$ cat src/rtl/ftc_pkg.sv
// ----------------------------------------------------------------------------
// ftc_pkg
// Shared types and constants of the filtered threshold counter: field widths,
// configuration register indexes, reset values and the divide-by-three factor.
// ----------------------------------------------------------------------------
package ftc_pkg;

    // field widths
    localparam int SAMPLE_W    = 16;
    localparam int COUNT_OUT_W = 16;
    localparam int ID_W        = 16;
    localparam int NUM_CLASSES = 4;
    localparam int OUT_DATA_W  = NUM_CLASSES * COUNT_OUT_W + ID_W;

    // configuration port
    localparam int CFG_INDEX_W = 3;
    localparam int CFG_DATA_W  = 16;

    typedef enum logic [CFG_INDEX_W-1:0] {
        REG_WARNING_HIGH = 3'd0,
        REG_WARNING_LOW  = 3'd1,
        REG_ALARM_HIGH   = 3'd2,
        REG_ALARM_LOW    = 3'd3,
        REG_FILTER_MODE  = 3'd4,
        REG_RECORD_ID    = 3'd5
    } cfg_reg_t;

    // filter choice
    localparam logic MODE_MEDIAN = 1'b0;
    localparam logic MODE_MEAN   = 1'b1;

    // register reset values
    localparam logic signed [SAMPLE_W-1:0] WARNING_HIGH_RST = 16'sh7FFF;
    localparam logic signed [SAMPLE_W-1:0] WARNING_LOW_RST  = 16'sh8000;
    localparam logic signed [SAMPLE_W-1:0] ALARM_HIGH_RST   = 16'sh7FFF;
    localparam logic signed [SAMPLE_W-1:0] ALARM_LOW_RST    = 16'sh8000;

    // class slots, also the order of the counts in the result
    localparam int CLS_WARNING_HIGH = 0;
    localparam int CLS_WARNING_LOW  = 1;
    localparam int CLS_ALARM_HIGH   = 2;
    localparam int CLS_ALARM_LOW    = 3;

    // samples classified raw at the start of a record
    localparam logic [1:0] WINDOW_FILL = 2'd2;

    // window sum and divide by three as multiply by reciprocal
    localparam int SUM_W      = SAMPLE_W + 2;
    localparam int MAG_W      = SUM_W - 1;
    localparam int MEAN_SHIFT = 20;
    localparam int RECIP_W    = 19;
    localparam logic [RECIP_W-1:0] MEAN_RECIP = 19'd349526;
    localparam int PROD_W     = MAG_W + RECIP_W;

    // controls handed to the window filter
    typedef struct packed {
        logic mode;
        logic window_full;
    } ftc_filter_ctrl_t;

endpackage

$ cat src/rtl/ftc_filter.sv
// ----------------------------------------------------------------------------
// ftc_filter
// Three-sample window filter: median or truncating mean of the two previous
// samples and the current one; passes the sample raw while the window fills.
// ----------------------------------------------------------------------------
module ftc_filter
    import ftc_pkg::*;
(
    input  logic signed [SAMPLE_W-1:0] older,
    input  logic signed [SAMPLE_W-1:0] newer,
    input  logic signed [SAMPLE_W-1:0] sample,
    input  ftc_filter_ctrl_t           ctrl,
    output logic signed [SAMPLE_W-1:0] value
);

    logic signed [SAMPLE_W-1:0] lo_ab;
    logic signed [SAMPLE_W-1:0] hi_ab;
    logic signed [SAMPLE_W-1:0] hi_c;
    logic signed [SAMPLE_W-1:0] median;
    logic signed [SUM_W-1:0]    sum;
    logic                       sum_neg;
    logic        [MAG_W-1:0]    mag;
    logic        [PROD_W-1:0]   prod;
    logic        [SAMPLE_W-1:0] quot;
    logic signed [SAMPLE_W:0]   mean_wide;
    logic signed [SAMPLE_W-1:0] mean;

    // median as max(min(a,b), min(max(a,b),c))
    always_comb
    begin
        lo_ab  = (older < newer) ? older : newer;
        hi_ab  = (older > newer) ? older : newer;
        hi_c   = (hi_ab < sample) ? hi_ab : sample;
        median = (lo_ab > hi_c) ? lo_ab : hi_c;
    end

    // mean: divide the magnitude by three, then restore the sign
    always_comb
    begin
        sum       = SUM_W'(older) + SUM_W'(newer) + SUM_W'(sample);
        sum_neg   = sum[SUM_W-1];
        mag       = sum_neg ? MAG_W'(-sum) : MAG_W'(sum);
        prod      = PROD_W'(mag) * PROD_W'(MEAN_RECIP);
        quot      = prod[MEAN_SHIFT +: SAMPLE_W];
        mean_wide = sum_neg ? -$signed({1'b0, quot}) : $signed({1'b0, quot});
        mean      = mean_wide[SAMPLE_W-1:0];
    end

    // raw sample until the window holds two earlier samples
    always_comb
    begin
        if (!ctrl.window_full)
            value = sample;
        else if (ctrl.mode == MODE_MEAN)
            value = mean;
        else
            value = median;
    end

endmodule

$ cat src/rtl/filtered_threshold_counter_core.sv
// ----------------------------------------------------------------------------
// filtered_threshold_counter_core
// Classifies a stream of signed sensor samples against four thresholds after
// a three-sample median or mean filter and counts each class per record.
// ----------------------------------------------------------------------------
// Usage:
//   s_* carries one sample per transaction; s_tlast marks the last sample of
//   a record. m_* carries one result per record: the four class counts and
//   the record id. cfg_* writes the threshold, filter mode and record id
//   registers; it is always ready and should only be used while idle.
// Timing:
//   a sample goes into an input register, then the filter, the compare chain
//   and the counter update run combinationally into the counters and the
//   result register. One sample per cycle is sustained unless a closing sample
//   waits; a result shows on m_tvalid once its closing sample is consumed.
// Stall:
//   while a result waits on m_tready, samples that do not close a record keep
//   flowing; a closing sample waits in the input register until the result
//   register frees up, and s_tready drops only then.
// Reset:
//   rst_n clears the counters, window and valid flags and loads the register
//   defaults; no clearing pass is needed.
// ----------------------------------------------------------------------------
module filtered_threshold_counter_core
    import ftc_pkg::*;
#(
    parameter int COUNT_BITS = 16
)
(
    input  logic                   clk,
    input  logic                   rst_n,
    // sample stream
    input  logic                   s_tvalid,
    output logic                   s_tready,
    input  logic [SAMPLE_W-1:0]    s_tdata,   // [15:0] sample
    input  logic                   s_tlast,   // last_sample
    // result stream
    output logic                   m_tvalid,
    input  logic                   m_tready,
    // [15:0] count_warning_high, [31:16] count_warning_low,
    // [47:32] count_alarm_high, [63:48] count_alarm_low, [79:64] sensor_id
    output logic [OUT_DATA_W-1:0]  m_tdata,
    // configuration writes
    input  logic                   cfg_valid,
    output logic                   cfg_ready,
    input  logic [CFG_INDEX_W-1:0] cfg_index,
    input  logic [CFG_DATA_W-1:0]  cfg_data
);

    localparam logic [COUNT_BITS-1:0] COUNT_MAX = '1;

    // configuration registers
    logic signed [SAMPLE_W-1:0] warning_high_reg;
    logic signed [SAMPLE_W-1:0] warning_low_reg;
    logic signed [SAMPLE_W-1:0] alarm_high_reg;
    logic signed [SAMPLE_W-1:0] alarm_low_reg;
    logic                       filter_mode_reg;
    logic        [ID_W-1:0]     record_id_reg;

    // input register
    logic                       in_valid_reg;
    logic signed [SAMPLE_W-1:0] in_sample_reg;
    logic                       in_last_reg;

    // record state
    logic signed [SAMPLE_W-1:0] older_reg;
    logic signed [SAMPLE_W-1:0] newer_reg;
    logic        [1:0]          taken_reg;
    logic        [1:0]          taken_next;
    logic [COUNT_BITS-1:0]      count_reg  [NUM_CLASSES];
    logic [COUNT_BITS-1:0]      count_next [NUM_CLASSES];

    // result register
    logic                       out_valid_reg;
    logic [OUT_DATA_W-1:0]      out_data_reg;
    logic [OUT_DATA_W-1:0]      out_data_next;

    logic                       out_free;
    logic                       consume;
    logic                       accept;
    ftc_filter_ctrl_t           filt_ctrl;
    logic signed [SAMPLE_W-1:0] filt_value;
    logic [NUM_CLASSES-1:0]     class_hit;

    // handshake
    assign out_free  = !out_valid_reg || m_tready;
    assign consume   = in_valid_reg && (!in_last_reg || out_free);
    assign s_tready  = !in_valid_reg || consume;
    assign accept    = s_tvalid && s_tready;
    assign cfg_ready = 1'b1;
    assign m_tvalid  = out_valid_reg;
    assign m_tdata   = out_data_reg;

    // configuration write
    always_ff @(posedge clk or negedge rst_n)
    begin
        if (!rst_n)
        begin
            warning_high_reg <= WARNING_HIGH_RST;
            warning_low_reg  <= WARNING_LOW_RST;
            alarm_high_reg   <= ALARM_HIGH_RST;
            alarm_low_reg    <= ALARM_LOW_RST;
            filter_mode_reg  <= MODE_MEDIAN;
            record_id_reg    <= '0;
        end
        else if (cfg_valid && cfg_ready)
        begin
            case (cfg_index)
                REG_WARNING_HIGH: warning_high_reg <= $signed(cfg_data);
                REG_WARNING_LOW:  warning_low_reg  <= $signed(cfg_data);
                REG_ALARM_HIGH:   alarm_high_reg   <= $signed(cfg_data);
                REG_ALARM_LOW:    alarm_low_reg    <= $signed(cfg_data);
                REG_FILTER_MODE:  filter_mode_reg  <= cfg_data[0];
                REG_RECORD_ID:    record_id_reg    <= cfg_data;
                default: ;
            endcase
        end
    end

    // input register
    always_ff @(posedge clk or negedge rst_n)
    begin
        if (!rst_n)
            in_valid_reg <= 1'b0;
        else if (s_tready)
            in_valid_reg <= s_tvalid;
    end

    always_ff @(posedge clk)
    begin
        if (accept)
        begin
            in_sample_reg <= $signed(s_tdata);
            in_last_reg   <= s_tlast;
        end
    end

    // window filter
    assign filt_ctrl.mode        = filter_mode_reg;
    assign filt_ctrl.window_full = (taken_reg >= WINDOW_FILL);

    ftc_filter u_filter
    (
        .older  (older_reg),
        .newer  (newer_reg),
        .sample (in_sample_reg),
        .ctrl   (filt_ctrl),
        .value  (filt_value)
    );

    // priority classification
    always_comb
    begin
        class_hit = '0;
        if (filt_value >= warning_high_reg)
            class_hit[CLS_WARNING_HIGH] = 1'b1;
        else if (filt_value <= warning_low_reg)
            class_hit[CLS_WARNING_LOW] = 1'b1;
        else if (filt_value > alarm_high_reg)
            class_hit[CLS_ALARM_HIGH] = 1'b1;
        else if (filt_value < alarm_low_reg)
            class_hit[CLS_ALARM_LOW] = 1'b1;
    end

    // saturating counters and window fill count
    always_comb
    begin
        for (int k = 0; k < NUM_CLASSES; k++)
        begin
            if (class_hit[k] && (count_reg[k] != COUNT_MAX))
                count_next[k] = count_reg[k] + COUNT_BITS'(1);
            else
                count_next[k] = count_reg[k];
        end
        taken_next = filt_ctrl.window_full ? taken_reg : taken_reg + 2'd1;
    end

    // result word from the updated counts
    always_comb
    begin
        out_data_next = {record_id_reg,
                         COUNT_OUT_W'(count_next[CLS_ALARM_LOW]),
                         COUNT_OUT_W'(count_next[CLS_ALARM_HIGH]),
                         COUNT_OUT_W'(count_next[CLS_WARNING_LOW]),
                         COUNT_OUT_W'(count_next[CLS_WARNING_HIGH])};
    end

    // record state update, cleared after the closing sample
    always_ff @(posedge clk or negedge rst_n)
    begin
        if (!rst_n)
        begin
            older_reg <= '0;
            newer_reg <= '0;
            taken_reg <= '0;
            for (int k = 0; k < NUM_CLASSES; k++)
                count_reg[k] <= '0;
        end
        else if (consume)
        begin
            if (in_last_reg)
            begin
                older_reg <= '0;
                newer_reg <= '0;
                taken_reg <= '0;
                for (int k = 0; k < NUM_CLASSES; k++)
                    count_reg[k] <= '0;
            end
            else
            begin
                older_reg <= newer_reg;
                newer_reg <= in_sample_reg;
                taken_reg <= taken_next;
                for (int k = 0; k < NUM_CLASSES; k++)
                    count_reg[k] <= count_next[k];
            end
        end
    end

    // result register
    always_ff @(posedge clk or negedge rst_n)
    begin
        if (!rst_n)
            out_valid_reg <= 1'b0;
        else if (consume && in_last_reg)
            out_valid_reg <= 1'b1;
        else if (m_tready)
            out_valid_reg <= 1'b0;
    end

    always_ff @(posedge clk)
    begin
        if (consume && in_last_reg)
            out_data_reg <= out_data_next;
    end

endmodule

$ cat config.mk
export PLATFORM = sky130hd
export DESIGN_NAME = filtered_threshold_counter_core
export DESIGN_NICKNAME = d
export VERILOG_FILES = /design/src/rtl/ftc_pkg.sv /design/src/rtl/ftc_filter.sv /design/src/rtl/filtered_threshold_counter_core.sv
export SDC_FILE = /design/constraint.sdc
export NUM_CORES = 1
export LEC_CHECK = 0
export CORE_ASPECT_RATIO = 1.4
export CORE_MARGIN = 1
export CORE_UTILIZATION = 55
export DETAILED_ROUTE_END_ITERATION = 8
export DONT_BUFFER_PORTS = 1
export GPL_TIMING_DRIVEN = 1
export PLACE_DENSITY_LB_ADDON = 0.1
export SYNTH_ARGS = -nofsm -noshare
export SYNTH_HDL_FRONTEND = slang
export SYNTH_SLANG_ARGS = --single-unit
$ cat constraint.sdc
create_clock -name clk -period 12.7 [get_ports clk]
set_clock_uncertainty 0.1 [all_clocks]
set_input_delay 0.635 -clock clk [delete_from_list [all_inputs] [get_ports clk]]
set_output_delay 0.635 -clock clk [all_outputs]
set_load 0.005 [all_outputs]
* Yosys cells after proc, flatten, opt, wreduce, memory -nomap -nowiden
Index checks and enable logic that the tools add are counted.
Widths: inputs -> output; s select.
** Word-level totals
- Bits of input ports :: 41
- Bits in registers :: 278
- Output and inout bits :: 83
- Word-level logic and storage cells :: 95
** Operators by class
- Muxes and demuxes :: 26
- Reductions and logical operators :: 22
- Multiply operators :: 1
- Magnitude comparators :: 9
- Eq/ne operators :: 10
- Add/sub/neg operators :: 9
** Operators with widths (count)
- $mux 16 :: 13
- $add 16x1->16 const B :: 4
- $mux 64 :: 1
- $ne 16x16->1 const B :: 4
- $gt 16x16->1 :: 3
- $lt 16x16->1 :: 3
- $mul 17x18->35 const B :: 1
- $add 17x16->18 :: 1
- $add 16x16->17 :: 1
- $mux 17 :: 1
- $neg 17->17 :: 1
- $ge 16x16->1 :: 1
- $le 16x16->1 :: 1
- $neg 16->16 :: 1
- $reduce_and 2->1 :: 7
- $logic_and 1x1->1 :: 7
- $mux 1 :: 7
- $eq 3x2->1 const B :: 2
- $eq 3x3->1 const B :: 2
- $mux 2 :: 3
- $eq 3x1->1 const B :: 1
- $logic_not 1->1 :: 3
- $logic_not 3->1 :: 1
- $logic_or 1x1->1 :: 3
- other kinds (5) :: 5

* Logic depth before layout (Yosys ltp)
Gate-level depths: netlist of the first run.
- Depth in word-level cells :: 17
- Gate-level depth with buffers :: 56
- Depth with buffers taken out :: 54

* Hierarchy
From an unflattened synthesis of the first run, not the netlist that was laid out.
** Second synthesis, totals
- Cells, all modules :: 2493
- Area, all modules :: 23296.1 µm²
** By module, submodules not included
- filtered_threshold_counter_core :: cells each 1262, times used 1, area each 13611.8 µm²
- ftc_filter :: cells each 1231, times used 1, area each 9684.3 µm²

* Least setup slack after synthesis of the first run
No wires, ideal clock.
- Path type :: reg2reg
- From :: register in_sample_reg[1]
- To :: register out_data_reg[49] (netlist: m_tdata[49]) (data pin)
- Data required time :: 12.338 ns
- Setup time :: 0.262 ns
- Path slack :: -0.031 ns
- Stages on the path, launching flop included :: 54
- Path buffers :: 2
- Period minus slack after synthesis :: 12.731 ns
- Arrival time :: 12.369 ns
- Cell sequence :: edfxtp_1 > inv_1 > fa_1 > inv_1 > ha_1 > fa_1 > a21oi_1 > nor2_1 > nor2_1 > xnor2_1 > or3_1 > or3_1 > nor3_1 > nand3b_1 > nor3_1 > nor3b_1 > nor2_1 > xor2_1 > (+18 left out) > a211o_1 > or3_4 > nand2_1 > xor2_1 > o221ai_1 > ha_1 > a21o_1 > a21o_1 > a21o_1 > a21o_1 > a21o_1 > a211o_1 > o311a_1 > nor3b_1 > nor2b_1 > and2_1 > buf_2 > mux2_1
** RTL lines
- start: declaration :: RTL line filtered_threshold_counter_core.sv:62 : logic signed [SAMPLE_W-1:0] in_sample_reg;
- start signal: assignment :: RTL line filtered_threshold_counter_core.sv:133 : in_sample_reg <= $signed(s_tdata);
- end signal: assignment :: RTL line filtered_threshold_counter_core.sv:234 : out_data_reg <= out_data_next;
- end: declaration :: RTL line filtered_threshold_counter_core.sv:75 : logic [OUT_DATA_W-1:0] out_data_reg;

* Worst setup path in the final report of the first run
- From :: register newer_reg[1]
- To :: register count_reg[7] in the netlist's numbering
** Between the ends
- Longest elaborated chain between the ends :: 17
** Ends and longest elaborated chain
- start: declaration :: RTL line filtered_threshold_counter_core.sv:67 : logic signed [SAMPLE_W-1:0] newer_reg;
- start signal: assignment :: RTL line filtered_threshold_counter_core.sv:212 : newer_reg <= in_sample_reg;
- $add 16x16->17 :: RTL line ftc_filter.sv:40 : sum = SUM_W'(older) + SUM_W'(newer) + SUM_W'(sample);
- $add 17x16->18 :: RTL line ftc_filter.sv:40
- $neg 17->17 :: RTL line ftc_filter.sv:42 : mag = sum_neg ? MAG_W'(-sum) : MAG_W'(sum);
- $mux 17 :: RTL line ftc_filter.sv:42
- $mul 17x18->35 :: RTL line ftc_filter.sv:43 : prod = PROD_W'(mag) * PROD_W'(MEAN_RECIP);
- $neg 16->16 :: RTL line ftc_filter.sv:45 : mean_wide = sum_neg ? -$signed({1'b0, quot}) : $signed({1'b0, quot});
- $mux 16 :: RTL line ftc_filter.sv:45
- $mux 16 (*) :: RTL line ftc_filter.sv:54 : else if (ctrl.mode == MODE_MEAN)
- $mux 16 (*) :: RTL line ftc_filter.sv:52 : if (!ctrl.window_full)
- $lt 16x16->1 :: RTL line filtered_threshold_counter_core.sv:161 : else if (filt_value < alarm_low_reg)
- $mux 1 :: RTL line filtered_threshold_counter_core.sv:161
- $mux 1 :: RTL line filtered_threshold_counter_core.sv:159 : else if (filt_value > alarm_high_reg)
- $mux 2 :: RTL line filtered_threshold_counter_core.sv:157 : else if (filt_value <= warning_low_reg)
- $mux 3 (*) :: RTL line filtered_threshold_counter_core.sv:155 : if (filt_value >= warning_high_reg)
- $logic_and 1x1->1 (*) :: RTL line filtered_threshold_counter_core.sv:170 : if (class_hit[k] && (count_reg[k] != COUNT_MAX))
- $mux 16 (*) :: RTL line filtered_threshold_counter_core.sv:170
- $mux 64 (*) :: RTL line filtered_threshold_counter_core.sv:201 : if (in_last_reg)
- end signal: indexed assignment :: RTL line filtered_threshold_counter_core.sv:215 : count_reg[k] <= count_next[k];
- end: declaration :: RTL line filtered_threshold_counter_core.sv:70 : logic [COUNT_BITS-1:0] count_reg [NUM_CLASSES];
Mark *: on every way between the ends. The rest lies on a longest branch, timed or not.
A chain may end at the register's enable or synchronous reset.

==> flow_metrics.tcl, run 1 <==
set metrics [dict create \
    cts_max_level 1 \
    ys_ff_latch 278 \
    period_needed_ps 12850 \
    worstSkewPairLatency_ps 550 \
    yosys.area_share.xor_xnor 0.0489 \
    synth.area.top_cells "dfrtp_1, ha_1, edfxtp_1" \
    crit_cells 54 \
    ys_top_cells_by_count "inv_1, ha_1, nand2_1" \
    r2r_start "newer_reg[1]" \
    syn_avg_cell_area_sq_um 9.68 \
    fillers 3102 \
    fmax_mhz 77.8 \
    synthArstFlopShare 0.651 \
    pre_cts_slack_ps -920 \
    ant_nets 0 \
    nNetsFinal 2934 \
    finalSetupTns_ps -2760 \
    synth_top_area_frac 0.169 \
    status "finished, violations left" \
    finalHoldViolCount 8 \
    area_delta_synth_final_pct 22.7 \
    worst-path-buf-inv 9 \
    routed-via-count 17800 \
    endpoint_kind "flip-flop" \
    setup_viol 48 \
    grtUsageTotal 0.291 \
    r2r_slack_ps -150 \
    path_delay_family "adder cells" \
    yosys_warnings 0 \
    clockBufferDepth 3 \
    synth_ff_type "dfrtp_1" \
    synth.mux.area_fraction 0.0396 \
    dp_hpwl_um 45200 \
    drtPass1Iterations 7 \
    reg2reg_depth 54 \
    gp_congestion 0.962 \
    numClockSinks 278 \
    violations "hold timing, setup timing" \
    syn_nets 2666 \
    rsz0062_at_grt "yes" \
    overflow 0 \
    wl_per_cell_um 19.3 \
    largest_register_ffs 80 \
    critPathMaxFanout 6 \
    crit_slowest_cell "fa_1" \
    yosys.area_share.adder 0.233 \
    diodes 0 \
    hold_ws_ps -6.35 \
    antenna_found_initial 4 \
    num_rows 86 \
    maxCapViolations 0 \
    tightest_slew_ps 1170 \
    core_sq_um 39400 \
    io_buffers 0 \
    synthSimpleGateAreaFrac 0.121 \
    crit_arrival_ps 13210 \
    drt-initial-drc-count 856 \
    cpPeakStageDelay_ps 580 \
    reg2reg_to "count_reg[7]" \
    die_x_um 171 \
    start_kind "flip-flop" \
    synthCells 2274 \
    layout-drive-gt1-share 0.249 \
    cts_buffers 26 \
    ys_seq_area_frac 0.340 \
    setup_ws_ps -155 \
    worst_ep_required_time_ps 13060 \
    grt_pass1_vias 18200 \
    post-route-drc-count 0 \
    synth_top_family_by_area "adder cells" \
    period_share 1.01 \
    start_util 0.559 \
    maxSlewHeadroom 0.220 \
    vias_per_cell 5.76 \
    cts_tree "done" \
    wl_um 59700 \
    die_area_sq_um 40800 \
    hp-class "in2async" \
    synth_compound_area_frac 0.152 \
    synth_area_sq_um 22000 \
    yosysTopAreaCell "dfrtp_1" \
    grt_first_pass_wirelength_um 92800 \
    synth_edf_count 97 \
    synth_cell_types 83 \
    cts-root-buf "clkbuf_16" \
    path_class "reg2reg" \
    die_height_um 239 \
    clk_pin_slew_worst_paths_ps 70 \
    slew_violations 0 \
    yosysMostFrequentCell "inv_1" \
    io-pin-count 124 \
    grt_max_degree 182 \
]
layer usage:
metal	share of wire	GRT usage	up-vias
li1	-	-	8496
met1	0.37	0.313	8734
met2	0.53	0.548	395
met3	0.037	0.0373	160
met4	0.054	0.149	8
met5	0.00074	0	-
how the worst max path moves through the flow:
stage	endpoint	slack, ps	start
4_1_cts	count_reg[9]	-80	in_sample_reg[1]
3_5_place_dp	count_reg[47]	-920	in_sample_reg[1]
2_1_floorplan	m_tdata[49]	80	in_sample_reg[1]
6_report	count_reg[7]	-150	newer_reg[1]
5_1_grt	count_reg[7]	-650	newer_reg[1]
3_3_place_gp	m_tdata[54]	-860	in_sample_reg[1]
through the flow:
stage / cell area [sq um] / std cells / utilization
final: 27000 / 3090 / 0.686
after detailed placement: 24400 / 2993 / 0.620
after floorplan: 22000 / 2274 / -
after global routing: 27000 / 3090 / 0.686
after global placement: 24400 / 2993 / 0.620
after CTS: 25900 / 3054 / 0.658
timing repair:
| item | CTS | global route |
|---|---|---|
| hold endpoints to repair | 181 | 0 |
| pin swaps | 34 | 115 |
| gates resized for setup | 85 | 194 |
| hold buffers | 1 | 0 |
| setup buffers | 12 | 35 |
| cloned | 0 | 2 |
| endpoints found under the setup margin | 125 | 128 |
cell usage in the layout (no fill, tap or decap), types with 14 or more instances in the layout:
master     instances
a21o_1            37
a21oi_1           79
a31oi_1           18
and2_1            14
and3_1            18
buf_4            282
buf_6             34
clkbuf_16         27
dfrtp_1          149
dfstp_2           32
edfxtp_1          97
fa_1              97
ha_1             241
inv_1            290
mux2_2            47
mux2i_1           21
nand2_1          219
nand2b_1          14
nand3_1           24
nand4_1           30
nor2_1            66
nor2b_1           17
o21ai_0          136
o21ai_1           37
o31ai_1           58
xnor2_1           68
xor2_1            29
area by class of cell:
| cell class | count | area, sq um | share of cell area |
|---|---|---|---|
| multi-input combinational | 1620 | 14200 | 0.527 |
| sequential | 278 | 7480 | 0.277 |
| timing repair buffer | 318 | 2550 | 0.0943 |
| inverter | 298 | 1120 | 0.0415 |
| clock buffer | 32 | 724 | 0.0268 |
| tap | 528 | 661 | 0.0245 |
| clock inverter | 16 | 241 | 0.00894 |
worst register-to-register path, delay by kind of cell, from the launching register on:
family          cells  cell delay, ps
buf+inv             9             700
fa+ha+maj          11            4430
compound gates     14            3060
flops               1             360
mux                 1             330
simple gates       15            3110
xor+xnor            4             650
cells by family after synthesis:
kind of cell	after synthesis
AOI/OAI and AO/OA	518
xor gates and xnor gates	123
adders and majority gates	351
buffers and inverters	377
DFF	278
muxes	79
other	1
and+or+nand+nor	547
Power of run 1 is not shown: default switching activity piles up to over one toggle a cycle in this logic, so the estimate is an artifact.
==> inputs of run 2 (changes only) <==
ABC_AREA = 1   (was not set)
==> flow_metrics.tcl, run 2 <==
set metrics [dict create \
    drt-initial-drc-count 813 \
    grt_max_degree 182 \
    ys_ff_latch 278 \
    synth_top_area_frac 0.174 \
    place_area_sq_um 22000 \
    finalHoldViolCount 7 \
    post-route-drc-count 0 \
    routed-via-count 16500 \
    multi_input_area_sq_um 12300 \
    num_rows 85 \
    io-pin-count 124 \
    gp_congestion 0.957 \
    cts_buffers 28 \
    clk_pin_slew_worst_paths_ps 60 \
    endpoint_kind "flip-flop" \
    core_sq_um 38400 \
    layout-drive-gt1-share 0.0884 \
    reg2reg_depth 57 \
    io_buffers 0 \
    cts_tree "done" \
    critPathMaxFanout 7 \
    area_delta_synth_final_pct 9.17 \
    clockBufferDepth 3 \
    cts_max_level 1 \
    die_height_um 236 \
    ys_seq_area_frac 0.349 \
    yosys_warnings 0 \
    crit_slowest_cell "fa_1" \
    fillers 3386 \
    die_area_sq_um 39800 \
    register_area_sq_um 7480 \
    yosysTopAreaCell "dfrtp_1" \
    synthCells 2476 \
    wl_per_cell_um 17.3 \
    worst_ep_required_time_ps 13020 \
    wl_um 52600 \
    syn_avg_cell_area_sq_um 8.66 \
    synth.area.top_cells "dfrtp_1, ha_1, edfxtp_1" \
    syn_nets 2868 \
    yosysMostFrequentCell "nand2_1" \
    antenna_found_initial 2 \
    synth_edf_count 97 \
    status "finished, violations left" \
    fin_util 0.609 \
    largest_register_ffs 80 \
    ys_top_cells_by_count "nand2_1, inv_1, ha_1" \
    period_share 0.942 \
    grt_first_pass_wirelength_um 85000 \
    nNetsFinal 2880 \
    design_area_sq_um 23400 \
    setup_viol 0 \
    path_class "reg2reg" \
    start_util 0.558 \
    die_x_um 169 \
    slew_violations 0 \
    synth_cell_types 58 \
    pre_cts_slack_ps 31.7 \
    synthArstFlopShare 0.651 \
    drtPass1Iterations 6 \
    grt_pass1_vias 16900 \
    fmax_mhz 83.6 \
    dp_hpwl_um 40400 \
    maxCapViolations 0 \
    synth_ff_type "dfrtp_1" \
    overflow 0 \
    maxSlewHeadroom 0.176 \
    vias_per_cell 5.44 \
    crit_arrival_ps 12280 \
    numClockSinks 278 \
    worstSkewPairLatency_ps 570 \
    setup_ws_ps 739 \
    violations "hold timing" \
    hold_ws_ps -3.53 \
    start_kind "flip-flop" \
    hp-class "in2async" \
    final_common_cell "nand2_1" \
    tightest_slew_ps 1230 \
    synth_area_sq_um 21400 \
    final_cell_mix "nand2_1, inv_1, ha_1, o21ai_0, dfrtp_1" \
    cts-root-buf "clkbuf_16" \
    period_needed_ps 11960 \
    grtUsageTotal 0.270 \
    ant_nets 0 \
    cp_common_cell "nand2_1" \
    cpPeakStageDelay_ps 570 \
]
## run 2: worst paths after layout
path                                        from                 end  slack (ps)
min in group clk                      s_tdata[5]    in_sample_reg[5]          60
max in group asynchronous                  rst_n  warning_low_reg[6]       11730
worst max-delay path                older_reg[2]       count_reg[38]         740
worst max register to register      older_reg[2]       count_reg[38]         740
worst min-delay path                       rst_n       count_reg[49]          -4
worst min register to register  record_id_reg[7]         m_tdata[71]         350
## run 2: timing repair
action                     in CTS  in global routing
setup endpoints to repair       2                126
pin swaps                       2                 16
hold buffers                    1                  0
buffers inserted                4                 10
gates cloned                    0                  0
hold endpoints to repair      181                  0
resized for setup               0                 61
## run 2: stage by stage
step / setup TNS (ps) / cells / hold WS (ps)
6_report: 0 / 3033 / -3.53
5_1_grt: -9.26 / 3033 / 36.8
4_1_cts: 0 / 3022 / 29.5
3_5_place_dp: 0 / 2965 / 244
3_3_place_gp: 0 / 2965 / 244
2_1_floorplan: 0 / 2476 / 239
## run 2: cells by family after synthesis
kind of cell | count (synthesis) | share of synthesized area
xor gates and xnor gates | 103 | 0.0431
adders and majority gates | 351 | 0.240
AOI/OAI and AO/OA | 445 | 0.115
other | 1 | 0.000175
buffers and inverters | 519 | 0.0921
DFF | 278 | 0.349
and+or+nand+nor | 779 | 0.161
## run 2: per-layer routing
metal | part of all wire | track usage | vias up
li1 | - | - | 8095
met1 | 0.40 | 0.316 | 7930
met2 | 0.52 | 0.502 | 362
met3 | 0.035 | 0.0276 | 114
met4 | 0.040 | 0.103 | 2
met5 | 0.00015 | 0 | -
## run 2: final cells by class
type                            count  share of cell area
Clock buffer                       39              0.0334
Antenna cell                        1            0.000107
Inverter                          462              0.0743
Timing Repair Buffer               39              0.0135
Sequential cell                   278               0.320
Clock inverter                     13             0.00674
Tap cell                          522              0.0279
Multi-Input combinational cell   1679               0.524
## run 2: critical path, delay by kind of cell, from the launching register on
kind	cells	cell delay [ps]
adders and majority gates	9	4350
and+or+nand+nor	21	3050
AOI/OAI and AO/OA	14	2380
xor gates and xnor gates	4	770
buffers and inverters	9	700
DFF	1	440
Power of run 2 is left out for the same reason.
